**config.mk**
```make
export PLATFORM = sky130hd
export DESIGN_NAME = torus_xy_next_hop_flat
export DESIGN_NICKNAME = d
export VERILOG_FILES = /design/src/rtl/txy_pkg.sv /design/src/rtl/txy_in_if.sv /design/src/rtl/txy_out_if.sv /design/src/rtl/torus_xy_next_hop.sv /design/src/rtl/txy_check.sv /design/src/rtl/txy_dist.sv /design/src/rtl/txy_step.sv /design/src/flat_wrapper.sv
export SDC_FILE = /design/constraint.sdc
export NUM_CORES = 1
export LEC_CHECK = 0
export ABC_CLOCK_PERIOD_IN_PS = 4890
export BUFFER_PORTS_ARGS = -buffer_cell sky130_fd_sc_hd__clkbuf_2
export CORE_AREA = 2 2 126 91
export CTS_BUF_LIST = sky130_fd_sc_hd__clkbuf_2 sky130_fd_sc_hd__clkbuf_4 sky130_fd_sc_hd__clkbuf_8
export CTS_CLUSTER_SIZE = 28
export DETAILED_ROUTE_END_ITERATION = 7
export DIE_AREA = 0 0 128 93
export MAX_ROUTING_LAYER = met4
export PLACE_DENSITY = 0.65
export SLEW_MARGIN = 20
export SYNTH_ARGS = -nofsm -noshare
export SYNTH_HDL_FRONTEND = slang
export SYNTH_SLANG_ARGS = --single-unit
```
**constraint.sdc**
```tcl
create_clock -name clk -period 4.89 [get_ports clk]
set_input_delay 0.7335 -clock clk [delete_from_list [all_inputs] [get_ports clk]]
set_output_delay 0.7335 -clock clk [all_outputs]
set_load 0.02 [all_outputs]
```
**src/rtl/txy_pkg.sv**
```systemverilog
`default_nettype none

package txy_pkg;

    localparam int MAX_DIM     = 16;
    localparam int COORD_SPAN  = 16;
    localparam int COORD_W     = 4;
    localparam int SIZE_W      = 5;
    localparam int CFG_IDX_W   = 2;
    localparam int CFG_DATA_W  = 5;

    // largest usable ring size: bounded by the coordinate span
    localparam int SIZE_LIM_I  = (MAX_DIM > COORD_SPAN) ? COORD_SPAN : MAX_DIM;
    localparam logic [SIZE_W-1:0] SIZE_LIM = SIZE_W'(SIZE_LIM_I);

    localparam logic [SIZE_W-1:0] SIZE_X_RST = SIZE_W'(4);
    localparam logic [SIZE_W-1:0] SIZE_Y_RST = SIZE_W'(1);

    typedef enum logic [CFG_IDX_W-1:0] {
        REG_SIZE_X   = 2'd0,
        REG_SIZE_Y   = 2'd1,
        REG_BOTH_DIR = 2'd2
    } cfg_reg_t;

    typedef logic [COORD_W-1:0] coord_t;
    typedef logic [SIZE_W-1:0]  size_t;

    typedef struct packed {
        coord_t src_x;
        coord_t src_y;
        coord_t dst_x;
        coord_t dst_y;
    } req_t;

    typedef struct packed {
        size_t size_x;
        size_t size_y;
        logic  both_dir;
    } cfg_t;

    typedef struct packed {
        logic move_x;
        logic move_y;
        logic arrived;
        logic oor;
    } status_t;

    typedef struct packed {
        coord_t  src_x;
        coord_t  src_y;
        coord_t  cur;
        coord_t  dst;
        size_t   n;
        logic    both_dir;
        status_t st;
    } sel_t;

    typedef struct packed {
        coord_t  src_x;
        coord_t  src_y;
        coord_t  cur;
        size_t   n;
        size_t   fwd;
        logic    both_dir;
        status_t st;
    } dist_t;

    typedef struct packed {
        coord_t next_x;
        coord_t next_y;
        logic   arrived;
        logic   out_of_range;
    } rsp_t;

    function automatic size_t eff_size(input size_t s);
        return (s > SIZE_LIM) ? SIZE_LIM : s;
    endfunction

endpackage

`default_nettype wire

```
**src/rtl/txy_in_if.sv**
```systemverilog
`default_nettype none

interface txy_in_if import txy_pkg::*; ();
    logic   valid;
    logic   ready;
    coord_t src_x;
    coord_t src_y;
    coord_t dst_x;
    coord_t dst_y;

    modport source (output valid, output src_x, output src_y, output dst_x, output dst_y,
                    input ready);
    modport sink   (input valid, input src_x, input src_y, input dst_x, input dst_y,
                    output ready);
endinterface

`default_nettype wire

```
**src/rtl/txy_out_if.sv**
```systemverilog
`default_nettype none

interface txy_out_if import txy_pkg::*; ();
    logic   valid;
    logic   ready;
    coord_t next_x;
    coord_t next_y;
    logic   arrived;
    logic   out_of_range;

    modport source (output valid, output next_x, output next_y, output arrived,
                    output out_of_range, input ready);
    modport sink   (input valid, input next_x, input next_y, input arrived,
                    input out_of_range, output ready);
endinterface

`default_nettype wire

```
**src/rtl/torus_xy_next_hop.sv**
```systemverilog
// next-hop unit for x-then-y routing on a wrapped grid
// each accepted item is registered in every stage below before its result shows on rsp
// throughput: one item per cycle while rsp is ready, through three register stages
// (range check and dimension select, ring distance, step and result)
// reset: all stage valid bits cleared, size_x = 4, size_y = 1, both_directions = 0
`default_nettype none

module torus_xy_next_hop import txy_pkg::*; (
    input  wire logic                  clk,
    input  wire logic                  rst_n,
    input  wire logic                  cfg_wr_en,
    input  wire logic [CFG_IDX_W-1:0]  cfg_index,
    input  wire logic [CFG_DATA_W-1:0] cfg_data,
    txy_in_if.sink                     req,
    txy_out_if.source                  rsp
);

    size_t size_x_reg;
    size_t size_y_reg;
    logic  both_dir_reg;
    cfg_t  cfg;
    req_t  req_data;

    logic  s1_valid;
    logic  s1_ready;
    sel_t  s1_data;
    logic  s2_valid;
    logic  s2_ready;
    dist_t s2_data;
    rsp_t  rsp_data;

    always_ff @(posedge clk or negedge rst_n)
    begin
        if (!rst_n)
        begin
            size_x_reg   <= SIZE_X_RST;
            size_y_reg   <= SIZE_Y_RST;
            both_dir_reg <= 1'b0;
        end
        else if (cfg_wr_en)
        begin
            unique case (cfg_index)
                REG_SIZE_X:   size_x_reg   <= cfg_data[SIZE_W-1:0];
                REG_SIZE_Y:   size_y_reg   <= cfg_data[SIZE_W-1:0];
                REG_BOTH_DIR: both_dir_reg <= cfg_data[0];
                default:      ;
            endcase
        end
    end

    assign cfg.size_x   = size_x_reg;
    assign cfg.size_y   = size_y_reg;
    assign cfg.both_dir = both_dir_reg;

    assign req_data.src_x = req.src_x;
    assign req_data.src_y = req.src_y;
    assign req_data.dst_x = req.dst_x;
    assign req_data.dst_y = req.dst_y;

    txy_check u_check (
        .clk       (clk),
        .rst_n     (rst_n),
        .in_valid  (req.valid),
        .in_ready  (req.ready),
        .in_data   (req_data),
        .cfg       (cfg),
        .out_valid (s1_valid),
        .out_ready (s1_ready),
        .out_data  (s1_data)
    );

    txy_dist u_dist (
        .clk       (clk),
        .rst_n     (rst_n),
        .in_valid  (s1_valid),
        .in_ready  (s1_ready),
        .in_data   (s1_data),
        .out_valid (s2_valid),
        .out_ready (s2_ready),
        .out_data  (s2_data)
    );

    txy_step u_step (
        .clk       (clk),
        .rst_n     (rst_n),
        .in_valid  (s2_valid),
        .in_ready  (s2_ready),
        .in_data   (s2_data),
        .out_valid (rsp.valid),
        .out_ready (rsp.ready),
        .out_data  (rsp_data)
    );

    assign rsp.next_x       = rsp_data.next_x;
    assign rsp.next_y       = rsp_data.next_y;
    assign rsp.arrived      = rsp_data.arrived;
    assign rsp.out_of_range = rsp_data.out_of_range;

endmodule

`default_nettype wire

```
**src/rtl/txy_check.sv**
```systemverilog
`default_nettype none

module txy_check import txy_pkg::*; (
    input  wire logic clk,
    input  wire logic rst_n,
    input  wire logic in_valid,
    output logic      in_ready,
    input  wire req_t in_data,
    input  wire cfg_t cfg,
    output logic      out_valid,
    input  wire logic out_ready,
    output sel_t      out_data
);

    logic  valid_reg;
    sel_t  data_reg;
    sel_t  data_next;
    size_t nx;
    size_t ny;
    logic  oor;
    logic  x_diff;
    logic  y_diff;

    assign in_ready  = !valid_reg || out_ready;
    assign out_valid = valid_reg;
    assign out_data  = data_reg;

    always_comb
    begin
        nx     = eff_size(cfg.size_x);
        ny     = eff_size(cfg.size_y);
        oor    = ({1'b0, in_data.src_x} >= nx) || ({1'b0, in_data.dst_x} >= nx)
              || ({1'b0, in_data.src_y} >= ny) || ({1'b0, in_data.dst_y} >= ny);
        x_diff = in_data.src_x != in_data.dst_x;
        y_diff = in_data.src_y != in_data.dst_y;

        data_next.src_x       = in_data.src_x;
        data_next.src_y       = in_data.src_y;
        data_next.both_dir    = cfg.both_dir;
        data_next.st.oor      = oor;
        data_next.st.move_x   = !oor && x_diff;
        data_next.st.move_y   = !oor && !x_diff && y_diff;
        data_next.st.arrived  = !oor && !x_diff && !y_diff;
        // x is corrected first, y only once x matches
        if (x_diff)
        begin
            data_next.cur = in_data.src_x;
            data_next.dst = in_data.dst_x;
            data_next.n   = nx;
        end
        else
        begin
            data_next.cur = in_data.src_y;
            data_next.dst = in_data.dst_y;
            data_next.n   = ny;
        end
    end

    always_ff @(posedge clk or negedge rst_n)
    begin
        if (!rst_n)
        begin
            valid_reg <= 1'b0;
        end
        else if (in_ready)
        begin
            valid_reg <= in_valid;
        end
    end

    always_ff @(posedge clk)
    begin
        if (in_ready && in_valid)
        begin
            data_reg <= data_next;
        end
    end

endmodule

`default_nettype wire

```
**src/rtl/txy_dist.sv**
```systemverilog
`default_nettype none

module txy_dist import txy_pkg::*; (
    input  wire logic clk,
    input  wire logic rst_n,
    input  wire logic in_valid,
    output logic      in_ready,
    input  wire sel_t in_data,
    output logic      out_valid,
    input  wire logic out_ready,
    output dist_t     out_data
);

    logic  valid_reg;
    dist_t data_reg;
    dist_t data_next;

    assign in_ready  = !valid_reg || out_ready;
    assign out_valid = valid_reg;
    assign out_data  = data_reg;

    always_comb
    begin
        data_next.src_x    = in_data.src_x;
        data_next.src_y    = in_data.src_y;
        data_next.cur      = in_data.cur;
        data_next.n        = in_data.n;
        data_next.both_dir = in_data.both_dir;
        data_next.st       = in_data.st;
        // forward distance around the ring
        if (in_data.dst >= in_data.cur)
        begin
            data_next.fwd = {1'b0, in_data.dst} - {1'b0, in_data.cur};
        end
        else
        begin
            data_next.fwd = {1'b0, in_data.dst} + in_data.n - {1'b0, in_data.cur};
        end
    end

    always_ff @(posedge clk or negedge rst_n)
    begin
        if (!rst_n)
        begin
            valid_reg <= 1'b0;
        end
        else if (in_ready)
        begin
            valid_reg <= in_valid;
        end
    end

    always_ff @(posedge clk)
    begin
        if (in_ready && in_valid)
        begin
            data_reg <= data_next;
        end
    end

endmodule

`default_nettype wire

```
**src/rtl/txy_step.sv**
```systemverilog
`default_nettype none

module txy_step import txy_pkg::*; (
    input  wire logic  clk,
    input  wire logic  rst_n,
    input  wire logic  in_valid,
    output logic       in_ready,
    input  wire dist_t in_data,
    output logic       out_valid,
    input  wire logic  out_ready,
    output rsp_t       out_data
);

    logic   valid_reg;
    rsp_t   data_reg;
    rsp_t   data_next;
    size_t  bwd;
    size_t  cur_inc;
    logic   go_back;
    coord_t step;

    assign in_ready  = !valid_reg || out_ready;
    assign out_valid = valid_reg;
    assign out_data  = data_reg;

    always_comb
    begin
        bwd     = in_data.n - in_data.fwd;
        go_back = in_data.both_dir && (bwd < in_data.fwd);
        cur_inc = {1'b0, in_data.cur} + size_t'(1);
        if (go_back)
        begin
            if (in_data.cur == '0)
            begin
                step = coord_t'(in_data.n - size_t'(1));
            end
            else
            begin
                step = in_data.cur - coord_t'(1);
            end
        end
        else
        begin
            // ties go forward
            step = (cur_inc >= in_data.n) ? '0 : coord_t'(cur_inc);
        end

        data_next.next_x       = in_data.st.move_x ? step : in_data.src_x;
        data_next.next_y       = in_data.st.move_y ? step : in_data.src_y;
        data_next.arrived      = in_data.st.arrived;
        data_next.out_of_range = in_data.st.oor;
    end

    always_ff @(posedge clk or negedge rst_n)
    begin
        if (!rst_n)
        begin
            valid_reg <= 1'b0;
        end
        else if (in_ready)
        begin
            valid_reg <= in_valid;
        end
    end

    always_ff @(posedge clk)
    begin
        if (in_ready && in_valid)
        begin
            data_reg <= data_next;
        end
    end

endmodule

`default_nettype wire
```
**src/flat_wrapper.sv**
```systemverilog
// flat-port wrapper written by rule: the top's interface ports become plain ports
module torus_xy_next_hop_flat import txy_pkg::*;
  (clk, rst_n, cfg_wr_en, cfg_index, cfg_data, req_valid, req_src_x, req_src_y, req_dst_x, req_dst_y, req_ready, rsp_valid, rsp_next_x, rsp_next_y, rsp_arrived, rsp_out_of_range, rsp_ready);
  txy_in_if req_i ();
  txy_out_if rsp_i ();
  input  wire logic clk;
  input  wire logic rst_n;
  input  wire logic cfg_wr_en;
  input  wire logic [CFG_IDX_W-1:0] cfg_index;
  input  wire logic [CFG_DATA_W-1:0] cfg_data;
  input wire logic [$bits(req_i.valid)-1:0] req_valid;
  input wire logic [$bits(req_i.src_x)-1:0] req_src_x;
  input wire logic [$bits(req_i.src_y)-1:0] req_src_y;
  input wire logic [$bits(req_i.dst_x)-1:0] req_dst_x;
  input wire logic [$bits(req_i.dst_y)-1:0] req_dst_y;
  output wire logic [$bits(req_i.ready)-1:0] req_ready;
  output wire logic [$bits(rsp_i.valid)-1:0] rsp_valid;
  output wire logic [$bits(rsp_i.next_x)-1:0] rsp_next_x;
  output wire logic [$bits(rsp_i.next_y)-1:0] rsp_next_y;
  output wire logic [$bits(rsp_i.arrived)-1:0] rsp_arrived;
  output wire logic [$bits(rsp_i.out_of_range)-1:0] rsp_out_of_range;
  input wire logic [$bits(rsp_i.ready)-1:0] rsp_ready;
  assign req_i.valid = req_valid;
  assign req_i.src_x = req_src_x;
  assign req_i.src_y = req_src_y;
  assign req_i.dst_x = req_dst_x;
  assign req_i.dst_y = req_dst_y;
  assign req_ready = req_i.ready;
  assign rsp_valid = rsp_i.valid;
  assign rsp_next_x = rsp_i.next_x;
  assign rsp_next_y = rsp_i.next_y;
  assign rsp_arrived = rsp_i.arrived;
  assign rsp_out_of_range = rsp_i.out_of_range;
  assign rsp_i.ready = rsp_ready;
  torus_xy_next_hop u_core (.clk(clk), .rst_n(rst_n), .cfg_wr_en(cfg_wr_en), .cfg_index(cfg_index), .cfg_data(cfg_data), .req(req_i), .rsp(rsp_i));
endmodule
```
* After elaboration in Yosys (flattened, before gate mapping)
Index checks and enable logic that the tools add are counted.
** Storage, ports and cells
- Register bits after elaboration :: 77
** Operators by class
- Reduce and logical (&&, ||, !) cells :: 25
- Eq/ne operators :: 4
- Add/sub/neg operators :: 7
- $lt $le $gt $ge :: 9
- Multiplexer cells :: 9
** Operators by type and width (count)
- 4-bit by 5-bit >= comparator with 1-bit output :: 4
- 4-bit 2-to-1 mux :: 5
- 5-bit 2-to-1 mux :: 3
- 13-bit 2-to-1 mux :: 1
- 5-bit > comparator (second input constant) :: 2
- 1-bit logical AND :: 8
- 4-bit != test :: 2
- 4-bit by 1-bit subtractor with 4-bit output (second input constant) :: 2
- 1-bit logical NOT :: 6
- 1-bit logical OR :: 6
- 2-bit AND reduction :: 3
- 4-bit by 1-bit adder with 5-bit output (second input constant) :: 1
- 4-bit by 5-bit adder with 5-bit output :: 1
- 5-bit >= comparator :: 1
- 5-bit < comparator :: 1
- 4-bit by 4-bit subtractor with 5-bit output :: 1
- 5-bit by 4-bit subtractor with 5-bit output :: 1
- 5-bit subtractor :: 1
- 4-bit >= comparator :: 1
- 4-bit logical NOT :: 1
- 2-bit by 1-bit == test with 1-bit output (second input constant) :: 1
- 2-bit == test (second input constant) :: 1
- 2-bit logical NOT :: 1

* Longest topological paths before layout
- Depth in word-level cells :: 9
- Mapped depth :: 11

* Hierarchy
Synthesis repeated with hierarchy kept, for this count alone.
** Second synthesis, totals
- Cells, all modules :: 322
- Area total of the unflattened synthesis :: 4282.9 um^2
** Modules (own cells, without submodules)
- txy_check :: cells each 111, area each 1506.4 um^2, times used 1, seq. area each 805.8 um^2
- txy_dist :: cells each 89, area each 1322.5 um^2, times used 1, seq. area each 835.8 um^2
- txy_step :: cells each 97, area each 1018.5 um^2, times used 1, seq. area each 325.3 um^2
- torus_xy_next_hop :: cells each 25, area each 435.4 um^2, times used 1, seq. area each 277.8 um^2

* Least setup slack after synthesis
No wires, ideal clock.
- Kind :: flip-flop to flip-flop
- Start point :: register u_core.u_dist.data_reg, in the netlist u_core.u_dist.out_data[10]
- End point :: register u_core.u_step.data_reg, in the netlist u_core.u_step.out_data[2] (data pin)
- Stages on the path, launching flop included :: 11
- Clock period less this slack :: 2.757 ns
- Buffers on the path :: 0
- Data arrival time :: 2.497 ns
- Setup slack :: 2.133 ns
- Required time :: 4.630 ns
- Cells stage by stage :: edfxtp_1 > nand2b_1 > fa_1 > a21o_1 > a21oi_1 > xnor2_1 > ha_1 > a211oi_1 > o21ai_1 > mux2i_1 > mux2_2
** RTL lines
- start: declaration :: line txy_dist.sv:15 : dist_t data_reg;
- start signal: assignment :: line txy_dist.sv:57 : data_reg <= data_next;
- end signal: assignment :: line txy_step.sv:70 : data_reg <= data_next;
- end: declaration :: line txy_step.sv:15 : rsp_t data_reg;

==> metrics.log <==
[metrics] ratio of cells with drive above 1 in the final layout: 23.39%
[metrics] clock period minus final worst setup slack: 3.064 ns
[metrics] post-synth cell types: 40
[metrics] number of buffers added on ports: 39
[metrics] type of element capturing the critical path: register
[metrics] cell area after layout: 4760 um^2
[metrics] wire length of the first global-routing pass: 13130 um
[metrics] Residual DRC: 0
[metrics] largest family of logic cells by synthesized area: adder cells
[metrics] number of antenna repair diodes: 0
[metrics] Switching Power: 603.7 uW
[metrics] commonest cells after routing, fill and taps aside: sky130_fd_sc_hd__edfxtp_1, sky130_fd_sc_hd__ha_1, sky130_fd_sc_hd__clkbuf_2
[metrics] Max Freq: 326.4 MHz
[metrics] HPWL reported at the end of detailed placement: 6175 um
[metrics] count of mapped cells out of synthesis: 318
[metrics] Crit path arrival time: 3.18 ns
[metrics] number of instances resized during post-cts repair: 0
[metrics] antenna violation net count after detailed routing: 0
[metrics] leftover overflow at the end of global routing: 0
[metrics] number of buffers created by CTS: 9
[metrics] total instance count after detailed placement: 492
[metrics] Comb power frac: 27.8%
[metrics] standard-cell rows: 32
[metrics] Initial Util: 39.03%
[metrics] capture instance of the worst register-to-register path: u_core.u_step.out_data[8]$_DFFE_PP_
[metrics] via count of the first global-routing pass: 2639
[metrics] classification of the worst setup path: register to register
[metrics] area fraction in and, or, nand and nor cells after synthesis: 7.947%
[metrics] cell accounting for the most synthesized area: sky130_fd_sc_hd__edfxtp_1
[metrics] post-CTS setup buffer count: 0
[metrics] final hold violations: 0
[metrics] Worst Path Max Fanout: 5
[metrics] die boundary height: 93 um
[metrics] via count normalized by instance count: 5.006
[metrics] FF-to-FF setup slack: 1.83 ns
[metrics] combined area of all synthesized cells: 4188 um^2
[metrics] hold-fix buffer count after cts: 0
[metrics] max capacitance violation total: 0
[metrics] layout-stage area growth over the synthesis result: 13.65%
[metrics] largest net degree at the start of global routing: 28
[metrics] portion of the post-synthesis area used by sequential elements: 53.60%
[metrics] floorplan die area: 11900 um^2
[metrics] Yosys warning count: 0
[metrics] Post-Synthesis Mean Instance Area: 13.17 um^2
[metrics] fraction of the mapped netlist area in compound gates: 7.469%
[metrics] register share of total power: 45.9%
[metrics] Slew HR: 27.36%
[metrics] path type of the worst min-delay path: input pin to async pin
[metrics] Multi-input gate area: 1803 um^2
[metrics] insertion delay to the later sink of the worst-skew pair: 0.35 ns
[metrics] Register-to-Register Path Depth: 10
[metrics] adder and majority cell fraction of the synthesized area: 14.52%
[metrics] number of flip-flops under the largest register name: 27
[metrics] Sinks on Clock Net: 77
[metrics] weighted congestion at the end of routability-driven global placement: 0.8221
[metrics] Sw Ratio: 31.40%
[metrics] fraction of synthesized area in multiplexers: 8.874%
[metrics] outcome: complete, no violations
[metrics] cell-internal power: 1319 uW
[metrics] Final Instance Count excl. Fillers: 508
[metrics] final-layout setup total negative slack: 0 ns
[metrics] post-placement setup slack: 1.853 ns
[metrics] synthesized flop and latch total: 77
[metrics] maximum buffer depth of the clock tree: 2
[metrics] average detailed-routed wire length per instance: 15.45 um
[metrics] number of antenna violations at the first check in global routing: 0
[metrics] slack of the critical path: 1.826 ns
[metrics] number of ports placed on the die boundary: 40
[metrics] clock group share of total power: 26.3%
[metrics] top cell type's share of synthesized area: 45.17%
[metrics] CP Launch Type: register
[metrics] Worst-Margin Slew: 1.081 ns
[metrics] core outline area: 10730 um^2
[metrics] Data required, critical path: 5.00 ns
[metrics] H-tree depth: 3
[metrics] first-pass detailed-route iteration total: 4
[metrics] Iter 0 DRT Violations: 125
[metrics] maximum VDD drop: 181.0 uV
[metrics] syn nets: 391
[metrics] area after detailed placement: 4542 um^2
[metrics] beginning of the worst register-to-register path: u_core.u_dist.out_data[10]$_DFFE_PP_
[metrics] Area contributors post-synth: sky130_fd_sc_hd__edfxtp_1, sky130_fd_sc_hd__ha_1, sky130_fd_sc_hd__dfrtp_1, sky130_fd_sc_hd__mux2_2, sky130_fd_sc_hd__inv_1
[metrics] number of pins with negative max-slew slack in the final report: 0
[metrics] master cell of the clock root buffer: sky130_fd_sc_hd__clkbuf_8
[metrics] Pwr Density: 404.0 nW/um^2
[metrics] commonest non-fill, non-tap cell in the layout: sky130_fd_sc_hd__edfxtp_1
[metrics] share of the cycle needed by the critical path after routing: 62.66%
[metrics] xor-xnor portion of the synthesized cell area: 4.183%
[metrics] clock tree skew after final layout: 0.01528 ns
[metrics] final setup violation count: 0
[metrics] clock tree from TritonCTS: built
[metrics] clock slew at the register clock pins of the worst setup and hold paths: 0.09 ns
[metrics] number of filler instances in the final layout: 1003
[metrics] RSZ-0062 raised after global routing: no
[metrics] leakage: 0.002006 uW
[metrics] total number of vias: 2543
[metrics] net total in the final layout: 440
[metrics] width of the die: 128 um
[metrics] Total Routed Length: 7851 um
[metrics] GRT Total Usage: 14.77%
[metrics] Reg area: 2245 um^2
kinds of logic (layout without fill, tap and decap cells):
family / after synthesis / in the layout
flip-flops: 77 / 77
multiplexers: 34 / 34
adder cells (fa/ha/maj): 45 / 45
buffers and inverters: 36 / 90
AND/OR/NAND/NOR: 59 / 59
AO/OA/AOI/OAI: 47 / 47
XOR/XNOR: 20 / 20
cells in the mapped netlist:
library cell	n
sky130_fd_sc_hd__inv_1	35
sky130_fd_sc_hd__o211a_1	1
sky130_fd_sc_hd__nor3b_1	3
sky130_fd_sc_hd__nand2_1	16
sky130_fd_sc_hd__fa_1	6
sky130_fd_sc_hd__nor3_1	1
sky130_fd_sc_hd__and2_1	3
sky130_fd_sc_hd__o221ai_1	2
sky130_fd_sc_hd__nor4_1	1
sky130_fd_sc_hd__a22o_1	1
sky130_fd_sc_hd__a21oi_1	9
sky130_fd_sc_hd__dfrtp_1	12
sky130_fd_sc_hd__nand3b_1	3
sky130_fd_sc_hd__a21o_1	7
sky130_fd_sc_hd__a221oi_1	1
sky130_fd_sc_hd__ha_1	39
sky130_fd_sc_hd__nand2b_1	11
sky130_fd_sc_hd__a41oi_1	1
sky130_fd_sc_hd__a31oi_1	3
sky130_fd_sc_hd__edfxtp_1	63
sky130_fd_sc_hd__and3_1	1
sky130_fd_sc_hd__o21ai_1	1
sky130_fd_sc_hd__nor3b_2	1
sky130_fd_sc_hd__o211ai_1	3
sky130_fd_sc_hd__nor4_4	1
sky130_fd_sc_hd__o2111ai_1	1
sky130_fd_sc_hd__dfstp_2	2
sky130_fd_sc_hd__xor2_1	14
sky130_fd_sc_hd__or4_1	1
sky130_fd_sc_hd__buf_6	1
sky130_fd_sc_hd__nor2b_1	5
sky130_fd_sc_hd__a21oi_2	1
sky130_fd_sc_hd__mux2_2	25
sky130_fd_sc_hd__nand3_1	4
sky130_fd_sc_hd__o21ai_0	9
sky130_fd_sc_hd__a211oi_1	6
sky130_fd_sc_hd__mux2i_1	9
sky130_fd_sc_hd__nor2_1	8
sky130_fd_sc_hd__o21bai_1	1
sky130_fd_sc_hd__xnor2_1	6
critical path, stage by stage, from the launching register on:
cell and delay [ns]:
sky130_fd_sc_hd__edfxtp_1 0.46, sky130_fd_sc_hd__nand2b_1 0.21, sky130_fd_sc_hd__fa_1 0.40, sky130_fd_sc_hd__a21o_1 0.17
sky130_fd_sc_hd__a21oi_1 0.22, sky130_fd_sc_hd__xnor2_1 0.16, sky130_fd_sc_hd__ha_1 0.26, sky130_fd_sc_hd__a211oi_1 0.22
sky130_fd_sc_hd__o21ai_1 0.22, sky130_fd_sc_hd__mux2i_1 0.20, sky130_fd_sc_hd__mux2_2 0.30
metrics by stage:
stage	total power [uW]	util (%)	hold WS [ns]
after floorplan	1284	-	0.4003
after global placement	1412	42.33	0.4016
after detailed placement	1434	42.33	0.4045
after CTS	1943	44.33	0.2719
after global routing	2052	44.36	0.2921
final	1923	44.36	0.2745
area by class of cell:
cell class                 instances  share of cell area [%]
multi-input combinational        205                   37.88
clock inverter                     7                   1.919
clock buffer                       9                   2.603
inverter                          35                   2.760
tap                              136                   3.575
timing repair buffer              39                   4.101
sequential                        77                   47.16
power by group through the flow:
stage	sequential [uW]	clock, uW	combinational [uW]
2_1_floorplan	900	0	384
3_3_place_gp	895	0	517
3_5_place_dp	898	0	536
4_1_cts	883	517	542
5_1_grt	892	544	615
6_report	883	506	534
worst max-delay path by stage:
stage,startpoint,slack [ns],end,depth (start not counted)
6_report,u_core.u_dist.out_data[10]$_DFFE_PP_,1.83,u_core.u_step.out_data[8]$_DFFE_PP_,10
4_1_cts,u_core.u_dist.out_data[10]$_DFFE_PP_,1.79,u_core.u_step.out_data[8]$_DFFE_PP_,10
5_1_grt,u_core.u_dist.out_data[10]$_DFFE_PP_,1.70,u_core.u_step.out_data[8]$_DFFE_PP_,10
3_3_place_gp,u_core.u_dist.out_data[10]$_DFFE_PP_,1.99,u_core.u_step.out_data[8]$_DFFE_PP_,10
3_5_place_dp,u_core.u_dist.out_data[10]$_DFFE_PP_,1.85,u_core.u_step.out_data[8]$_DFFE_PP_,10
2_1_floorplan,u_core.u_dist.out_data[10]$_DFFE_PP_,2.13,u_core.u_step.out_data[2]$_DFFE_PP_,10
routing by layer:
layer  vias up  global-route usage [%]  part of all wire, %
met2        45                   21.93                   45
met5         -                       -                    0
met4         0                   3.755                 0.37
met3         4                   3.261                  3.6
li1       1256                       -                    -
met1      1238                   20.76                   51
Note: power is estimated with default switching activity, not from simulation.
